===== src/rtl/core/sdta_pkg.sv =====
package sdta_pkg;

	localparam int SLOTS      = 16;
	localparam int IDX_W      = $clog2(SLOTS);
	localparam int CNT_W      = $clog2(SLOTS + 1);
	localparam int TAG_BITS   = 64;
	localparam int TIME_W     = 32;
	localparam int MS_W       = 16;
	localparam int CFG_IDX_W  = 2;
	localparam int CFG_DATA_W = 16;

	typedef enum logic [1:0] {
		OP_BEGIN = 2'd0,
		OP_END   = 2'd1,
		OP_REPLY = 2'd2,
		OP_TICK  = 2'd3
	} op_e;

	typedef enum logic [1:0] {
		ST_NONE  = 2'd0,
		ST_EXIST = 2'd1,
		ST_NEW   = 2'd2,
		ST_FULL  = 2'd3
	} store_e;

	typedef enum logic [CFG_IDX_W-1:0] {
		CFG_MAX_SESSIONS = 2'd0,
		CFG_EXPIRY       = 2'd1,
		CFG_INTERVAL     = 2'd2
	} cfg_e;

	// Item context seen by every cell while a beat is in work.
	typedef struct packed {
		logic                active;
		op_e                 op;
		logic [TIME_W-1:0]   now;
		logic [TAG_BITS-1:0] host;
		logic [TAG_BITS-1:0] sid;
		logic [CNT_W-1:0]    n_use;
		logic [MS_W-1:0]     expiry;
	} ctx_t;

	// Token handed from cell to cell.
	typedef struct packed {
		logic                found;
		logic [IDX_W-1:0]    match_idx;
		logic [TAG_BITS-1:0] match_dig;
		logic                have_free;
		logic [IDX_W-1:0]    free_idx;
		logic                add;
		logic [CNT_W-1:0]    count;
	} probe_t;

	// Slot write / table clear, broadcast for one cycle.
	typedef struct packed {
		logic                clr_all;
		logic                en;
		logic [IDX_W-1:0]    idx;
		logic                fresh;
		logic                tags;
		logic [TAG_BITS-1:0] host;
		logic [TAG_BITS-1:0] sid;
		logic [TAG_BITS-1:0] dig;
		logic [TIME_W-1:0]   now;
	} wr_cmd_t;

endpackage


===== src/rtl/core/sdta_cell.sv =====
module sdta_cell import sdta_pkg::*; (
	input  logic             clk,
	input  logic             arst_n,
	input  logic [IDX_W-1:0] idx,
	input  ctx_t             ctx,
	input  wr_cmd_t          wr,
	input  logic             prb_in_vld,
	input  probe_t           prb_in,
	output logic             prb_out_vld,
	output probe_t           prb_out
);

	logic                valid_q;
	logic [TAG_BITS-1:0] host_q;
	logic [TAG_BITS-1:0] id_q;
	logic [TAG_BITS-1:0] dig_q;
	logic [TIME_W-1:0]   time_q;
	logic                prb_vld_q;
	probe_t              prb_q;

	logic   in_use;
	logic   expire;
	logic   wr_hit;
	probe_t prb_nx;

	assign in_use = {1'b0, idx} < ctx.n_use;
	assign wr_hit = wr.en && (wr.idx == idx);
	assign expire = (ctx.op == OP_TICK) && ctx.active && valid_q && in_use
		&& ((ctx.now - time_q) > TIME_W'(ctx.expiry));

	always_comb begin
		prb_nx = prb_in;
		if (ctx.op == OP_REPLY) begin
			// first matching host wins; lowest free slot ahead of it is the fallback
			if (!prb_in.found) begin
				if (valid_q && in_use && (host_q == ctx.host)) begin
					prb_nx.found     = 1'b1;
					prb_nx.match_idx = idx;
					prb_nx.match_dig = dig_q;
				end else if (!valid_q && in_use && !prb_in.have_free) begin
					prb_nx.have_free = 1'b1;
					prb_nx.free_idx  = idx;
				end
			end
			if (valid_q && in_use && (id_q == ctx.sid)) begin
				prb_nx.add = 1'b1;
			end
		end
		if (expire) begin
			prb_nx.count = prb_in.count + CNT_W'(1);
		end
	end

	always_ff @(posedge clk or negedge arst_n) begin
		if (!arst_n) begin
			valid_q   <= 1'b0;
			prb_vld_q <= 1'b0;
		end else begin
			prb_vld_q <= prb_in_vld;
			if (wr.clr_all) begin
				valid_q <= 1'b0;
			end else if (wr_hit) begin
				valid_q <= 1'b1;
			end else if (prb_in_vld && expire) begin
				valid_q <= 1'b0;
			end
		end
	end

	always_ff @(posedge clk) begin
		if (prb_in_vld) begin
			prb_q <= prb_nx;
		end
		if (wr_hit) begin
			time_q <= wr.now;
			if (wr.fresh) begin
				// fresh slot starts cleared; tags land only with a new digest
				dig_q  <= wr.dig;
				host_q <= wr.tags ? wr.host : '0;
				id_q   <= wr.tags ? wr.sid : '0;
			end else if (wr.tags) begin
				dig_q  <= wr.dig;
				host_q <= wr.host;
				id_q   <= wr.sid;
			end
		end
	end

	assign prb_out_vld = prb_vld_q;
	assign prb_out     = prb_q;

endmodule


===== config.mk =====
export PLATFORM = sky130hd
export DESIGN_NAME = sdta_cell
export DESIGN_NICKNAME = d
export VERILOG_FILES = /design/src/rtl/core/sdta_pkg.sv /design/src/rtl/core/sdta_cell.sv
export SDC_FILE = /design/constraint.sdc
export NUM_CORES = 1
export LEC_CHECK = 0
export BUFFER_PORTS_ARGS = -buffer_cell sky130_fd_sc_hd__buf_2
export CORE_AREA = 2 2 230 232
export DETAILED_ROUTE_END_ITERATION = 6
export DIE_AREA = 0 0 232 234
export SKIP_CTS_REPAIR_TIMING = 1
export SYNTH_ARGS = -nofsm -noshare
export SYNTH_HDL_FRONTEND = slang
export SYNTH_SLANG_ARGS = --single-unit

===== constraint.sdc =====
create_clock -name clk -period 5.04 [get_ports clk]
set_clock_uncertainty 0.2 [all_clocks]
set_input_delay 1.008 -clock clk [delete_from_list [all_inputs] [get_ports clk]]
set_output_delay 1.008 -clock clk [all_outputs]
set_load 0.02 [all_outputs]

==> results.sh <==
export IMPL_status="complete, no violations"
export IMPL_yosys_area_share_xor_xnor_pct=8.954
export IMPL_vdd_drop_max_uv=243.2
export IMPL_portBuffers=583
export IMPL_synth_simple_area_share_pct=11.28
export IMPL_worstMarginPinSlew_ns=0.9440
export IMPL_grt_antenna_before_repair=19
export IMPL_drt_iter0_drc=526
export IMPL_maxSlewViolCount=0
export IMPL_gr_total_overflow=0
export IMPL_dieWidth_um=232
export IMPL_clock_sinks=306
export IMPL_hold_path_class="input port to async pin"
export IMPL_cp_num_buf_inv=2
export IMPL_max_freq_mhz=211.8
export IMPL_wl_per_cell_um=19.36
export IMPL_fp_coreArea_um2=52020
export IMPL_cts_root_buf="clkbuf_16"
export IMPL_rr_endpoint="prb_out[1]"
export IMPL_max_stage_delay_ns=0.40
export IMPL_drtAntennaViolNets=0
export IMPL_synthMuxAreaShare_pct=5.482
export IMPL_seqCellArea_um2=9179
export IMPL_final_net_count=2310
export IMPL_die_y_um=234
export IMPL_syn_nets=1669
export IMPL_path_cells="buf_2 -> ha_1 -> nor2b_1 -> o2111a_1 -> o21a_1 -> buf_4 -> a31oi_2 -> nor2_1 -> nor2_1 -> xnor2_1 -> ha_1 -> nand4_1 -> nor4_1 -> a221o_1 -> nor3_2 -> a31oi_1 -> a2111oi_4 -> nand3_2 -> nor4_4 -> or2_4 -> mux2_4"
export IMPL_layout_drive_gt1_share_pct=44.09
export IMPL_post_route_drc_count=0
export IMPL_grt_pass1_vias=11686
export IMPL_rsz0062_at_grt="false"
export IMPL_gp_congestion=0.8870
export IMPL_wl_um=48140
export IMPL_synth_seq_area_share_pct=60.94
export IMPL_cts_htree_levels=2
export IMPL_initial_utilization_pct=28.95
export IMPL_reg2reg_from="time_q[1]"
export IMPL_setup_worst_path_start_class="input port"
export IMPL_finalSetupViolCount=0
export IMPL_hold_viol=0
export IMPL_place_ws_ns=-0.2998
export IMPL_end_kind="register"
export IMPL_fillerInstances=5021
export IMPL_dpl_hpwl_um=38040
export IMPL_first_pass_iters=5
export IMPL_cts_tree="yes"
export IMPL_post_route_period_util_pct=93.68
export IMPL_yosys_warnings=0
export IMPL_ys_types=67
export IMPL_worst_setup_path_type="input port to register"
export IMPL_crit_fanout=3
export IMPL_worst_slack_ns=0.3184
export IMPL_path_delay_family="simple AND/OR/NAND/NOR gates"
export IMPL_multi_input_area_um2=5567
export IMPL_clk_latency_ns=0.55
export IMPL_synth_edf_count=304
export IMPL_arrival_ns=4.82
export IMPL_synth_compound_area_share_pct=6.371
export IMPL_num_rows=84
export IMPL_dieArea_um2=54290
export IMPL_maxCapViolCount=0
export IMPL_r2r_slack_ns=0.43
export IMPL_area_growth_syn_to_layout_pct=36.35
export IMPL_powerDensity_nw_per_um2=319.7
export IMPL_cts_buffers=38
export IMPL_grtUsageTotal_pct=16.89
export IMPL_ys_flop_type="edfxtp_1"
export IMPL_syn_inst=1114
export IMPL_p_leak_uw=0.008394
export IMPL_grt_pass1_wl_um=68520
export IMPL_cts_clk_slew_worst_paths_ns=0.06
export IMPL_required_ns=5.13
export IMPL_p_total_uw=6567
export IMPL_slowest_stage="nor4_1"
export IMPL_ff2ff_path_depth=21
export IMPL_yosys_register_bits=306
export IMPL_routed_via_density=4.526
export IMPL_min_period_ns=4.722
export IMPL_max_slew_margin_pct=37.07
export IMPL_netlist_area_um2=15060
export IMPL_syn_avg_cell_area_um2=13.52
export IMPL_grt_max_degree=109
export IMPL_ios=584
export IMPL_clockBufferDepth=3
export IMPL_ys_async_sr_fraction_pct=0.6536
export IMPL_vias=11252
export IMPL_yosys_area_share_adder_pct=4.369
export IMPL_synth_top_family_by_area="simple AND/OR/NAND/NOR gates"
==> how the worst max path moves through the flow <==
stage	startpoint	to	slack [ns]	cells past startpoint
after floorplan	idx[2]	dig_q[0]	-2.58	3
after global placement	ctx[150]	prb_out[1]	-0.16	21
after detailed placement	ctx[149]	prb_out[1]	-0.30	21
after CTS	ctx[149]	prb_out[1]	0.28	21
after global routing	ctx[150]	prb_out[1]	0.08	21
final	ctx[150]	prb_out[1]	0.32	21
==> layer usage <==
layer / vias up / global-route usage [%] / part of all wire (%) / routed length [um]
li1: 5388 / - / - / -
met1: 5425 / 20.24 / 41 / 19920
met2: 352 / 29.38 / 50 / 24250
met3: 77 / 4.560 / 5.9 / 2820
met4: 10 / 5.549 / 2.2 / 1083
met5: - / 0 / 0.12 / 60
==> logic make-up after synthesis <==
logic type      after synthesis
flops                       306
simple gates                299
xor+xnor                    154
compound gates              130
buf+inv                     100
mux                          73
fa+ha+maj                    52
==> synthesized netlist by cell type (5+ instances only) <==
cell type,n,share of area (%)
inv_1,67,1.7
clkbuf_1,19,0.47
buf_1,5,0.12
ha_1,51,4.2
xnor2_1,24,1.4
nor2_1,29,0.72
mux2_2,72,5.4
and2_1,129,5.4
o21ai_1,6,0.20
a211oi_1,6,0.30
nand2b_1,5,0.21
nor3_1,14,0.47
a31oi_1,5,0.21
o211ai_1,8,0.40
nor4_1,34,1.4
buf_2,8,0.27
a21oi_1,34,1.1
xor2_1,130,7.6
nand3_1,9,0.30
nand2_1,37,0.92
edfxtp_1,304,61
nand4_1,24,1.0
a21o_1,8,0.40
o21ai_0,16,0.53
o21a_1,8,0.40
==> cells in the final DEF, fill, tap and decap left out, types with 24 or more instances in the layout <==
cell / netlist / routed
ha_1: 51 / 50
buf_4: 0 / 44
edfxtp_1: 304 / 304
nor4_1: 34 / 33
inv_1: 67 / 67
nand2_1: 37 / 37
nand4_1: 24 / 24
xnor2_1: 24 / 24
mux2_2: 72 / 72
clkbuf_16: 0 / 38
xor2_1: 130 / 129
a21oi_1: 34 / 33
and2_1: 129 / 129
nor2_1: 29 / 29
buf_2: 8 / 582
==> area by class of cell <==
class,instances,share of cell area (%)
repair buffers,634,16.57
multi-input cells,708,27.10
clock buffers,48,4.813
clock inverters,22,1.249
well taps,688,4.191
inverters,67,1.224
diodes,13,0.1584
flip-flops and latches,306,44.69
==> flip-flops by register name, summed over array words and instances (netlist names) <==
| signal | flops |
|---|---|
| valid_q | 1 |
| time_q | 32 |
| dig_q | 64 |
| prb_out_vld | 1 |
| prb_out | 80 |
| host_q | 64 |
| id_q | 64 |
==> stage by stage <==
stage	instance area (um2)	hold slack, ns	TNS [ns]	cells	util (%)
finish	20540	0.1267	0	2486	39.48
global route	20530	0.09168	0	2483	39.46
CTS	20480	0.08935	0	2471	39.37
detailed placement	19240	0.3310	-1.196	2401	36.98
global placement	19240	0.3243	-0.4551	2401	36.98
floorplan	15110	0.3232	-495.26	1114	-
==> power by group <==
group / leakage (uW) / internal (uW) / switching (uW)
clock network: 0.000603 / 1610 / 1120
logic: 0.00503 / 413 / 472
registers: 0.00276 / 2920 / 33.2
total: 0.00839 / 4950 / 1620
No activity file was read; power rests on OpenSTA's default activity.
